File: config.mk
export PLATFORM = sky130hd
export DESIGN_NAME = gfts_axis_map
export DESIGN_NICKNAME = d
export VERILOG_FILES = /design/src/rtl/core/gfts_pkg.sv /design/src/rtl/core/gfts_axis_map.sv
export SDC_FILE = /design/constraint.sdc
export NUM_CORES = 2
export LEC_CHECK = 0
export ABC_AREA = 1
export BUFFER_PORTS_ARGS = -buffer_cell sky130_fd_sc_hd__buf_2
export CAP_MARGIN = 20
export CORE_UTILIZATION = 35
export CTS_BUF_LIST = sky130_fd_sc_hd__clkbuf_8
export DETAILED_ROUTE_END_ITERATION = 10
export GPL_TIMING_DRIVEN = 1
export SYNTH_ARGS = -nofsm -noshare
export SYNTH_HDL_FRONTEND = slang
export SYNTH_SLANG_ARGS = --single-unit
export TNS_END_PERCENT = 20
File: constraint.sdc
create_clock -name clock -period 13.98 [get_ports clock]
set_input_delay 1.398 -clock clock [delete_from_list [all_inputs] [get_ports clock]]
set_output_delay 1.398 -clock clock [all_outputs]
set_load 0.1 [all_outputs]
File: src/rtl/core/gfts_pkg.sv
// Shared types and constants for the grid field trilinear sampler.
package gfts_pkg;

   // Grid size per axis and the field store geometry.
   localparam int NX_C        = 32;
   localparam int NY_C        = 32;
   localparam int NZ_C        = 32;
   localparam int NODE_W      = 8;
   localparam int ADDR_W      = 15;
   localparam int STORE_DEPTH = 32768;
   localparam int QUEUE_DEPTH = 8;
   localparam int CNT_W       = 4;

   // Input operation codes.
   localparam logic OP_LOAD  = 1'b0;
   localparam logic OP_QUERY = 1'b1;

   // Configuration register indexes.
   localparam int CSR_IDX_W = 3;
   localparam logic [CSR_IDX_W-1:0] REG_X_ORIGIN   = 3'd0;
   localparam logic [CSR_IDX_W-1:0] REG_Y_ORIGIN   = 3'd1;
   localparam logic [CSR_IDX_W-1:0] REG_Z_ORIGIN   = 3'd2;
   localparam logic [CSR_IDX_W-1:0] REG_X_INV_STEP = 3'd3;
   localparam logic [CSR_IDX_W-1:0] REG_Y_INV_STEP = 3'd4;
   localparam logic [CSR_IDX_W-1:0] REG_Z_INV_STEP = 3'd5;
   localparam logic [CSR_IDX_W-1:0] REG_NODE_TOL   = 3'd6;

   typedef struct packed {
      logic               opcode;
      logic [14:0]        load_index;
      logic signed [31:0] coord_x;
      logic signed [31:0] coord_y;
      logic signed [31:0] coord_z;
      logic signed [31:0] load_bx;
      logic signed [31:0] load_by;
      logic signed [31:0] load_bz;
   } req_type;

   typedef struct packed {
      logic signed [31:0] out_bx;
      logic signed [31:0] out_by;
      logic signed [31:0] out_bz;
   } rsp_type;

   // Position of a query point along one axis.
   typedef struct packed {
      logic [NODE_W-1:0] node0;
      logic [NODE_W-1:0] node1;
      logic [15:0]       frac;
   } axis_pos_type;

   // Commands from the sequencer to each blending lane.
   typedef struct packed {
      logic clear;
      logic push;
      logic mul;
      logic add;
   } lane_ctrl_type;

endpackage

File: src/rtl/core/gfts_axis_map.sv
// Maps one query coordinate to a grid node and fraction in two registered stages.
module gfts_axis_map (
   input  logic                     clock,
   input  logic                     en1,
   input  logic                     en2,
   input  logic signed [31:0]       coord,
   input  logic signed [31:0]       origin,
   input  logic [31:0]              inv_step,
   input  logic [15:0]              tol,
   input  logic [gfts_pkg::NODE_W-1:0] n_last,
   output gfts_pkg::axis_pos_type   pos
);
   import gfts_pkg::*;

   logic signed [32:0] diff;
   logic               above_in;
   logic [63:0]        prod_in;
   logic [63:0]        prod_ff;
   logic               above_ff;
   axis_pos_type       pos_in;
   axis_pos_type       pos_ff;
   logic [NODE_W-1:0]  node;
   logic [15:0]        frac;

   // Offset from the origin and scaling into grid units.
   always_comb begin
      diff     = {coord[31], coord} - {origin[31], origin};
      above_in = !diff[32] && (diff != 33'sd0);
      prod_in  = {32'b0, diff[31:0]} * {32'b0, inv_step};
   end

   always_ff @(posedge clock) begin
      if (en1) begin
         prod_ff  <= prod_in;
         above_ff <= above_in;
      end
   end

   // Clamp to the grid, split node and fraction, and snap near nodes.
   always_comb begin
      node = '0;
      frac = '0;
      if (!above_ff) begin
         node = '0;
         frac = '0;
      end else if (prod_ff[63:32] >= {{(32-NODE_W){1'b0}}, n_last}) begin
         node = n_last;
         frac = '0;
      end else begin
         node = prod_ff[32+NODE_W-1:32];
         frac = prod_ff[31:16];
         if (frac <= tol) begin
            node = node + NODE_W'(frac[15]);
            frac = '0;
         end
      end
      pos_in.node0 = node;
      pos_in.node1 = (frac != 16'd0) ? node + NODE_W'(1) : node;
      pos_in.frac  = frac;
   end

   always_ff @(posedge clock) begin
      if (en2) begin
         pos_ff <= pos_in;
      end
   end

   assign pos = pos_ff;

endmodule

Word-level counts from Yosys, hierarchy flattened
Index checks and enable logic that the tools add are counted.
{"block": "totals", "regBits": 97}
{"block": "op_classes", "n_reduce_logical": 4, "n_lt_le_gt_ge": 2, "n_mul": 1, "mux": 7, "add_sub_neg": 3}
{"cell": "$mul A32 B32 Y64", "n": 1}
{"cell": "$mux W16", "n": 3}
{"cell": "$reduce_bool A33 Y1", "n": 1}
{"cell": "$sub A32 B32 Y33", "n": 1}
{"cell": "$ge A32 B8 Y1", "n": 1}
{"cell": "$mux W8", "n": 4}
{"cell": "$le A16 B16 Y1", "n": 1}
{"cell": "$reduce_bool A16 Y1", "n": 1}
{"cell": "$add A8 B1 Y8", "n": 1}
{"cell": "$add A8 B1 Y8 const B", "n": 1}
{"cell": "$logic_and A1 B1 Y1", "n": 1}
{"cell": "$logic_not A1 Y1", "n": 1}

Depth between registers and ports, before layout
{"block": "depth", "word_depth": 6, "mapped_depth": 45}

Least setup slack after synthesis
Ideal clock, no wire load.
{"block": "synth_path", "path_type": "input -> register", "start": "input coord[0]", "end": "register prod_ff[62] (data pin)", "setup_ps": 265, "path_slack_ps": 4946, "arrival_ps": 8769, "path_stages": 38, "path_cell_list": "inv_1 > ha_1 > fa_1 > inv_1 > nand3_1 > nand2_1 > nand2_1 > nand3_1 > nand2_1 > nand2_1 > or2_1 > nand2_2 > inv_1 > clkbuf_1 > nand2_1 > fa_1 > inv_1 > fa_1 > (+2 left out) > fa_1 > inv_1 > fa_1 > fa_1 > fa_1 > inv_1 > fa_1 > inv_1 > ha_1 > a21oi_1 > inv_1 > a31oi_1 > o21ai_0 > a21oi_1 > nand2_1 > a21oi_1 > o21ai_0 > xor2_1"}
{"block": "synth_via", "elab_chain_cells": 2}
{"element": "start, declared", "line_no": "gfts_axis_map.sv:6", "rtl": "input logic signed [31:0] coord,"}
{"element": "$sub A32 B32 Y33", "line_no": "gfts_axis_map.sv:27", "rtl": "diff = {coord[31], coord} - {origin[31], origin};"}
{"element": "$mul A32 B32 Y64", "line_no": "gfts_axis_map.sv:29", "rtl": "prod_in = {32'b0, diff[31:0]} * {32'b0, inv_step};"}
{"element": "net prod_in[62]", "line_no": "gfts_axis_map.sv:17", "rtl": "logic [63:0] prod_in;"}
{"element": "end signal, assigned", "line_no": "gfts_axis_map.sv:34", "rtl": "prod_ff <= prod_in;"}
{"element": "end, declared", "line_no": "gfts_axis_map.sv:18", "rtl": "logic [63:0] prod_ff;"}
The timed path passes the listed nets, and every way through them passes these cells.
A chain may end at the register's enable or synchronous reset.

Worst setup path after layout
{"block": "layout_path", "start": "input coord[0]", "end": "register prod_ff[52] (data pin)"}
Same word-level chain as after synthesis.

==> impl_metrics.yaml <==
grt:
  grt_antenna_before_repair: 8
  grt_pass1_wl_um: 208000
  grt_max_degree: 50
  grt_pass1_vias: 34519
  groute.usage.overall_pct: 24.7
  overflow: 0
synth:
  syn_area_per_cell_sq_um: 8.10
  syn_inst: 4819
  ys_warn_count: 0
  seq_area_frac_synth_pct: 6.23
  synth_area_sq_um: 39100
  yosys.cell_types.count: 53
  ys_ff_latch: 81
  syn_nets: 6157
sta:
  fmax_ghz: 0.0913
  fin_crit_ps: 10960
  tightest_slew_ps: 1170
  finalCritPeriodShare_pct: 78.4
  max_slew_margin_pct: 22.1
  finalHoldViolCount: 0
  setup_slack_ps: 3020
  setup_tns_ps: 0
  hold_ws_ps: 778
  slew_violations: 0
  final.setup_skew_ps: 14.6
  setup_viol: 0
  rsz0062_at_grt: "false"
setup_path:
  worstReg2RegStart: "prod_ff[37]"
  cp-endpoint: "prod_ff[52]"
  cp-end-kind: "flop"
  worst-path-max-fanout: 21
  worst_path_max_delay_cell: "inv_1"
  worstSetupStartpointType: "input port"
  crit_type: "in -> reg"
  reg2regPathDepth: 16
  path_common_cell: "inv_1"
  rrSetupSlack_ps: 10830
  cp.required_ps: 14110
  cp.arrival_ps: 11090
  setup.worst_path.start: "coord[0]"
  reg2reg_to: "pos[22]"
  slowest_delay_ps: 990
flow_run:
  drv_cap: 0
clock_network:
  clk_pin_slew_ps: 90
  clk_latency_ps: 390
  root_buffer: "clkbuf_8"
  cts.sinks: 81
  hold_buffers: 0
  cts_setup_buffers: 0
  htree_levels: 3
  ctsResizeCount: 0
  tritoncts: "done"
  cts_made_buffers: 9
  cts_buffer_depth: 2
outcome:
  status: "finished clean"
floorplanning:
  die_w_um: 336
  fp.dieH_um: 336
  io_pins: 155
  dieArea_sq_um: 113000
  placementRows: 122
  initial_core_util_pct: 35.3
  coreArea_sq_um: 111000
cells_and_area:
  nets: 6181
  area_growth_pct: 6.00
  n_fill_cell: 11616
  most-common-layout-cells: "inv_1 (1150), fa_1 (896), nand2_1 (869), nor2_1 (736), ha_1 (319)"
  drive_above_1_share_pct: 5.84
  final_common_cell: "inv_1"
detailed_routing:
  route.detailed.drc: 0
  vias: 32288
  routed_wl_um: 135000
  dr.pass1.iters: 6
  wl_per_cell_um: 21.3
  dr.first_iter.drc_count: 2842
  antenna_left: 0
  viasPerCell: 5.09
placement:
  io_buffers: 154
  gp_congestion: 0.935
  place_ws_ps: 2850
  hpwl_um: 110000
worst_hold_path:
  hold_class: "reg -> reg"
  hp-start: "prod_ff[22]"
per-stage QoR:
step                instances  utilization [%]  area [sq um]
global placement         6320             37.2         41200
detailed placement       6320             37.2         41200
CTS                      6336             37.4         41400
finish                   6340             37.4         41400
global route             6339             37.4         41400
floorplan                4819                -         39100
Yosys cell counts, drive strengths merged:
cell / count / share of area [%]
and2: 6 / 0.096
o21bai: 6 / 0.12
a21oi: 161 / 2.1
fa: 896 / 46
nand2: 887 / 8.7
buf: 46 / 0.72
o2111ai: 9 / 0.20
a31oi: 13 / 0.21
or2: 10 / 0.16
ha: 319 / 10
clkinv: 9 / 0.087
clkbuf: 137 / 1.3
edfxtp: 81 / 6.2
xor2: 43 / 1.0
o21ai: 96 / 1.2
xnor2: 16 / 0.36
o311ai: 1 / 0.022
inv: 1167 / 11
nor3: 22 / 0.34
a31o: 1 / 0.022
nand3: 64 / 0.88
o211ai: 6 / 0.12
nand4: 26 / 0.43
nor2: 748 / 7.3
o21a: 9 / 0.17
and3: 3 / 0.048
nor4: 3 / 0.048
o221ai: 2 / 0.045
a21boi: 5 / 0.096
a21o: 11 / 0.21
a211oi: 3 / 0.058
a221oi: 2 / 0.045
nand3b: 11 / 0.21
worst max-delay path: cells and delay by family:
family	cells	cell delay, ps
AND/OR/NAND/NOR	11	2440
XOR/XNOR	1	140
buffers and inverters	11	1590
AO/OA/AOI/OAI	3	490
adder cells (fa/ha/maj)	11	5020
worst min-delay path by stage:
stage	slack, ps	depth (start not counted)	to
2_1_floorplan	680	4	pos[31]
3_3_place_gp	760	2	pos[6]
3_5_place_dp	760	2	pos[6]
4_1_cts	770	2	pos[6]
5_1_grt	810	2	pos[6]
6_report	780	2	pos[6]
metal layers:
layer  vias to the layer above  track usage, %  routed length [um]
met5                         -               0                  15
met4                         4            11.4                7320
met1                     16332            32.1               54600
met2                      1487            39.9               61200
li1                      14146               -                   -
met3                       319            4.55               12100
state kept, by name (all words and copies together) (netlist names):
name and cells:
prod_ff 48, pos 32, above_ff 1
cell type report:
class	instances	area (sq um)	area share (%)
Timing Repair Buffer	196	1090	2.62
Clock inverter	7	58.8	0.142
Inverter	1176	4410	10.7
Sequential cell	81	2430	5.88
Multi-Input combinational cell	3379	31400	75.9
Antenna cell	4	10.0	0.0242
Clock buffer	9	124	0.299
Tap cell	1488	1860	4.50
cell families (layout without fill, tap and decap cells):
logic type | count (synthesis) | after routing | share of synthesized area (%)
simple gates | 1780 | 1780 | 18.2
buf+inv | 1359 | 1388 | 13.3
fa+ha+maj | 1215 | 1215 | 56.2
compound gates | 325 | 325 | 4.71
flops | 81 | 81 | 6.23
xor+xnor | 59 | 59 | 1.37
other cells | 0 | 4 | 0
Power is left out: the tool's default activity adds up to more than one toggle a clock period on the data nets, which glitch-free logic cannot reach.
