$ cat config.mk
export PLATFORM = sky130hd
export DESIGN_NAME = gfts_lerp_lane
export DESIGN_NICKNAME = d
export VERILOG_FILES = /design/src/rtl/core/gfts_pkg.sv /design/src/rtl/core/gfts_lerp_lane.sv
export SDC_FILE = /design/constraint.sdc
export NUM_CORES = 2
export LEC_CHECK = 0
export ABC_AREA = 0
export BUFFER_PORTS_ARGS = -buffer_cell sky130_fd_sc_hd__buf_4
export CORE_ASPECT_RATIO = 1.1
export CORE_MARGIN = 3
export CORE_UTILIZATION = 50
export CTS_CLUSTER_SIZE = 24
export DETAILED_ROUTE_END_ITERATION = 10
export PLACE_DENSITY = 0.68
export SLEW_MARGIN = 20
export SYNTH_ARGS = -nofsm -noshare
export SYNTH_HDL_FRONTEND = slang
export SYNTH_SLANG_ARGS = --single-unit
$ cat constraint.sdc
create_clock -name clock -period 9.96 [get_ports clock]
set_clock_uncertainty 0.15 [all_clocks]
set_input_delay 1.494 -clock clock [delete_from_list [all_inputs] [get_ports clock]]
set_output_delay 1.494 -clock clock [all_outputs]
set_load 0.05 [all_outputs]
$ cat src/rtl/core/gfts_pkg.sv
// Shared types and constants for the grid field trilinear sampler.
package gfts_pkg;

   // Grid size per axis and the field store geometry.
   localparam int NX_C        = 32;
   localparam int NY_C        = 32;
   localparam int NZ_C        = 32;
   localparam int NODE_W      = 8;
   localparam int ADDR_W      = 15;
   localparam int STORE_DEPTH = 32768;
   localparam int QUEUE_DEPTH = 8;
   localparam int CNT_W       = 4;

   // Input operation codes.
   localparam logic OP_LOAD  = 1'b0;
   localparam logic OP_QUERY = 1'b1;

   // Configuration register indexes.
   localparam int CSR_IDX_W = 3;
   localparam logic [CSR_IDX_W-1:0] REG_X_ORIGIN   = 3'd0;
   localparam logic [CSR_IDX_W-1:0] REG_Y_ORIGIN   = 3'd1;
   localparam logic [CSR_IDX_W-1:0] REG_Z_ORIGIN   = 3'd2;
   localparam logic [CSR_IDX_W-1:0] REG_X_INV_STEP = 3'd3;
   localparam logic [CSR_IDX_W-1:0] REG_Y_INV_STEP = 3'd4;
   localparam logic [CSR_IDX_W-1:0] REG_Z_INV_STEP = 3'd5;
   localparam logic [CSR_IDX_W-1:0] REG_NODE_TOL   = 3'd6;

   typedef struct packed {
      logic               opcode;
      logic [14:0]        load_index;
      logic signed [31:0] coord_x;
      logic signed [31:0] coord_y;
      logic signed [31:0] coord_z;
      logic signed [31:0] load_bx;
      logic signed [31:0] load_by;
      logic signed [31:0] load_bz;
   } req_type;

   typedef struct packed {
      logic signed [31:0] out_bx;
      logic signed [31:0] out_by;
      logic signed [31:0] out_bz;
   } rsp_type;

   // Position of a query point along one axis.
   typedef struct packed {
      logic [NODE_W-1:0] node0;
      logic [NODE_W-1:0] node1;
      logic [15:0]       frac;
   } axis_pos_type;

   // Commands from the sequencer to each blending lane.
   typedef struct packed {
      logic clear;
      logic push;
      logic mul;
      logic add;
   } lane_ctrl_type;

endpackage

$ cat src/rtl/core/gfts_lerp_lane.sv
// One blending lane: collects eight corner values and reduces them pairwise by lerps.
module gfts_lerp_lane (
   input  logic                    clock,
   input  logic                    reset,
   input  gfts_pkg::lane_ctrl_type ctrl,
   input  logic signed [31:0]      push_data,
   input  logic [15:0]             frac,
   output logic signed [31:0]      result
);
   import gfts_pkg::*;

   logic signed [31:0] q_ff [QUEUE_DEPTH];
   logic signed [31:0] q_in [QUEUE_DEPTH];
   logic [CNT_W-1:0]   cnt_ff;
   logic [CNT_W-1:0]   cnt_in;
   logic signed [31:0] a_ff;
   logic signed [49:0] prod_ff;
   logic signed [32:0] diff;
   logic signed [16:0] f_s;
   logic signed [49:0] prod_in;
   logic signed [49:0] rnd_full;
   logic signed [33:0] sum;
   logic signed [31:0] sat;

   // Product of the pair difference and the fraction.
   always_comb begin
      diff    = {q_ff[1][31], q_ff[1]} - {q_ff[0][31], q_ff[0]};
      f_s     = $signed({1'b0, frac});
      prod_in = diff * f_s;
   end

   // Rounded step added to the lower value, then saturated.
   always_comb begin
      rnd_full = (prod_ff + 50'sd32768) >>> 16;
      sum      = {{2{a_ff[31]}}, a_ff} + rnd_full[33:0];
      if (sum > 34'sd2147483647) begin
         sat = 32'sh7FFFFFFF;
      end else if (sum < -34'sd2147483648) begin
         sat = 32'sh80000000;
      end else begin
         sat = sum[31:0];
      end
   end

   // Queue: values enter at the tail, pairs leave from the head.
   always_comb begin
      q_in   = q_ff;
      cnt_in = cnt_ff;
      if (ctrl.clear) begin
         cnt_in = '0;
      end else if (ctrl.push) begin
         q_in[cnt_ff[2:0]] = push_data;
         cnt_in = cnt_ff + CNT_W'(1);
      end else if (ctrl.mul) begin
         for (int i = 0; i < QUEUE_DEPTH - 2; i++) begin
            q_in[i] = q_ff[i+2];
         end
         cnt_in = cnt_ff - CNT_W'(2);
      end else if (ctrl.add) begin
         q_in[cnt_ff[2:0]] = sat;
         cnt_in = cnt_ff + CNT_W'(1);
      end
   end

   always_ff @(posedge clock) begin
      if (reset) begin
         cnt_ff <= '0;
      end else begin
         cnt_ff <= cnt_in;
      end
   end

   always_ff @(posedge clock) begin
      q_ff <= q_in;
      if (ctrl.mul) begin
         prod_ff <= prod_in;
         a_ff    <= q_ff[0];
      end
   end

   assign result = q_ff[0];

endmodule

Word level (Yosys, flattened, before mapping)
Cells that the tools add are included.
- word-level logic and storage cells: 43
- output and inout bits: 32
- bits of input ports: 54
- bits in registers: 342
- reductions and logical operators: 6
- multiplexer cells: 13
- eq/ne operators: 1
- multiply operators: 1
- add/subtract/negate cells: 5
- $lt $le $gt $ge: 4
- bitwise gates (word level): 2
- operator list (operator ; number):
    $bwmux 256 ; 2
    $mux 256 ; 2
    $mux 192 ; 1
    $demux 32 s3 ; 1
    $mux 32 ; 3
    $mux 64 ; 1
    $add 50x17->50 const B ; 1
    $mul 33x17->50 ; 1
    $add 34x34->34 ; 1
    $gt 34x32->1 const B ; 1
    $lt 34x32->1 const B ; 1
    $sub 32x32->33 ; 1
    $mux 4 ; 3
    $add 4x1->4 const B ; 1
    $ge 4x4->1 const B ; 1
    $lt 4x1->1 const B ; 1
    $not 3->4 ; 1
    $sub 4x2->4 const B ; 1
    $reduce_and 3->1 ; 1
    $reduce_bool 3->1 ; 1
    $ne 2x1->1 const B ; 1
    $reduce_and 2->1 ; 1
    $reduce_bool 2->1 ; 1
    $reduce_or 2->1 ; 1
    other kinds (2) ; 2

Logic depth before layout (Yosys ltp)
- word-level depth: 9
- gate-level depth with buffers: 35
- depth with buffers taken out: 34

Worst setup path before layout
Ideal clock, no wire load.
- path type: register to register
- start: register q_ff (netlist bit result[0])
- end: register prod_ff[49] (data pin)
- data arrival time: 8.428 ns
- path buffers: 2
- slack: 1.116 ns
- cell stages (with the launch flop): 33
- library setup time: 0.266 ns
- period minus slack after synthesis: 8.844 ns
- data required time: 9.544 ns
- cells stage by stage: edfxtp_1 ha_1 fa_1 nor2b_1 o31a_1 o211ai_1 a21oi_1 o41ai_2 a211o_1 nand3_1 and2_1 clkbuf_1 buf_1 o21ai_0 fa_1 inv_1 fa_1 inv_1 fa_1 fa_1 fa_1 inv_1 fa_1 inv_1 ha_1 a21o_1 a21oi_1 o21bai_1 a21o_1 a211oi_1 o22ai_1 o41ai_1 xnor2_1
- word-level cells in the longest chain between the ends: 2
- RTL lines (item ; RTL line ; text):
    start: declaration ; gfts_lerp_lane.sv:12 ; logic signed [31:0] q_ff [QUEUE_DEPTH];
    start signal: assignment ; gfts_lerp_lane.sv:74 ; q_ff <= q_in;
    $sub 32x32->33 ; gfts_lerp_lane.sv:27 ; diff = {q_ff[1][31], q_ff[1]} - {q_ff[0][31], q_ff[0]};
    $mul 33x17->50 ; gfts_lerp_lane.sv:29 ; prod_in = diff * f_s;
    net prod_in[49] ; gfts_lerp_lane.sv:20 ; logic signed [49:0] prod_in;
    end signal: assignment ; gfts_lerp_lane.sv:76 ; prod_ff <= prod_in;
    end: declaration ; gfts_lerp_lane.sv:17 ; logic signed [49:0] prod_ff;
The timed path passes the listed nets, and every way through them passes these cells.
A chain may end at the register's enable or synchronous reset.

Worst setup path in the final report
- start: register q_ff (netlist bit result[2])
- end: register prod_ff[44] (data pin)
The elaborated chain is that of the path after synthesis.

==> results.md <==
- First-pass GRT wire length: 163000 um
- Final nets: 4663
- Via density: 5.79
- Delay-heaviest family, CP: adder cells
- CTS H-tree depth: 1
- Max clock buf depth: 3
- Status: finished clean
- Setup Viol. Count Final: 0
- Pre-Repair DR Iteration Count: 5
- Initial core utilization: 50.8%
- Seq cells post-synth: 326
- Max_slew headroom: 22.8%
- RR Startpoint: result[2]
- Max incr delay on CP: 0.53 ns
- Port-buffer cells: 85
- Routability-driven placement congestion ratio: 0.870
- # fillers: 6864
- Final Cycle Share: 94.9%
- Placed insts: 4899
- Overflow after GRT: 0
- Crit path from: result[2]
- WL final: 101000 um
- WP buf/inv: 6
- Post-route core utilization: 54.0%
- Die H: 296 um
- Antenna violations before repair: 0
- Mean Syn Cell Area: 9.54 um2
- Hold Crit Start: result[0]
- Root buffer cell: clkbuf_16
- Critical path arrival: 9.62 ns
- Wire per inst: 20.5 um
- Vias: 28700
- RSZ-0062 raised after global routing: false
- CP endpoint kind: flop
- Share of cells above drive strength 1: 6.99%
- Async SR Flop Fraction: 0%
- Area delta synth->final: 6.26%
- DRT iter0 DRCs: 2477
- Post-detail-place hpwl: 74100 um
- Cell Area, Synth: 38200 um2
- Max_cap viols: 0
- Commonest non-fill, non-tap cells in the layout: inv_1, nand2_1, fa_1
- Synth Flop Type: edfxtp_1
- Post-synth EDFFs: 323
- Most common cell after layout, fill and taps aside: inv_1
- Worst-path maximum fanout: 16
- Crit-path slowest cell: fa_1
- Total track usage: 25.6%
- Synthesized instance count: 4002
- Die footprint: 79700 um2
- Top cells by area, synth: fa_1, edfxtp_1, inv_1, ha_1, nand2_1
- CTS tree: done
- Ports: 86
- Clk_lat worst skew: 0.59 ns
- Synth Net Count: 4747
- Final Hold Viols: 0
- Final critical-path required period: 9.45 ns
- Final Max Tran Viols: 0
- Crit path top cell by count: fa_1
- Cell Rows: 105
- Post-synth top area share: 26.4%
- Worst min path class: flop to flop
- Setup tns final: 0 ns
- # clock sinks: 326
- Sequential-to-total area share from yosys stat: 25.6%
- Yosys cell types: 77
- Core ar.: 75100 um2
- Post-Layout Cell Count: 4954
- Synth warnings: 0
- Vias in the first global route: 29200
- Die width: 270 um
- CTS Hold Bufs: 0
- F_max: 0.106 GHz
- Yosys top cell by area: fa_1
- Num CTS Buffers: 31
- Clock transition at path regs: 0.07 ns
- Crit Path Category: flop to flop
- Remaining antenna violation count: 0
- Worst-margin pin slew: 1.15 ns
- CP startpoint kind: flop
- Critical path required time: 10.13 ns
- DRC: 0
- Buffer count from post-CTS setup fixing: 0
- Largest net degree at the start of global routing: 193
## synthesized netlist by cell type, types with 36 or more instances
cell and instances:
inv_1 660, nand2_1 587, fa_1 503, edfxtp_1 323, clkbuf_1 194, ha_1 188
o221ai_1 157, and2_1 148, a21oi_1 147, nor2_1 108, nand2b_1 82, xnor2_1 80
nand3_1 70, nor3_1 65, o21ai_0 55, xor2_1 46, a211oi_1 42, a21o_1 42
mux2i_1 39, nand4_1 36, o211ai_1 36
## kinds of logic after synthesis
kind of cell	after synthesis	share of synthesized area, %
compound gates	658	12.3
xor+xnor	126	2.89
fa+ha+maj	691	32.5
buf+inv	932	9.86
flops	326	25.6
mux	77	2.14
simple gates	1192	14.8
## per-stage QoR
stage	cell area [um2]	setup slack [ns]	hold WS (ns)
floorplan	38200	1.12	0.301
global placement	39400	0.643	0.312
detailed placement	39600	0.488	0.315
CTS	40500	0.455	0.339
global route	40600	0.0483	0.359
finish	40600	0.507	0.338
## state kept, by name (all words and copies together) (netlist names)
signal   cells
a_ff        32
cnt_ff       3
prod_ff     35
q_ff       224
result      32
## routing by layer
metal	share of wire, %	track usage [%]
met5	0	0
met3	7.4	3.58
met1	42	35.2
met2	47	42.4
met4	3.3	8.30
## area by class of cell
type	instances	area [um2]	share of cell area, %
clock buffers	32	779	1.92
clock inverters	20	185	0.456
well taps	1016	1270	3.13
diodes	1	2.50	0.00617
repair buffers	153	1290	3.18
flip-flops and latches	326	9760	24.0
inverters	662	2480	6.12
multi-input cells	2744	24800	61.1
## worst reg2reg max path, delay by kind of cell (launching register included)
kind	cells	cell delay, ns
buffers and inverters	6	0.74
AO/OA/AOI/OAI	15	3.46
adder cells (fa/ha/maj)	8	3.70
flip-flops	1	0.38
multiplexers	1	0.40
AND/OR/NAND/NOR	1	0.17
XOR/XNOR	1	0.16
## timing repair
| action | in CTS | in global routing |
|---|---|---|
| gates resized for setup | 0 | 2 |
| hold endpoints to repair | 0 | 0 |
| setup endpoints to repair | 0 | 1 |
## path summary, 6_finish.rpt
path	to	slack [ns]	cells past startpoint
hold / removal	a_ff[0]	0.34	0
hold reg to reg	a_ff[0]	0.34	0
setup / recovery	prod_ff[44]	0.51	32
setup reg to reg	prod_ff[44]	0.51	32
Power is left out: the tool's default activity adds up to more than one toggle a clock period on the data nets, which glitch-free logic cannot reach.
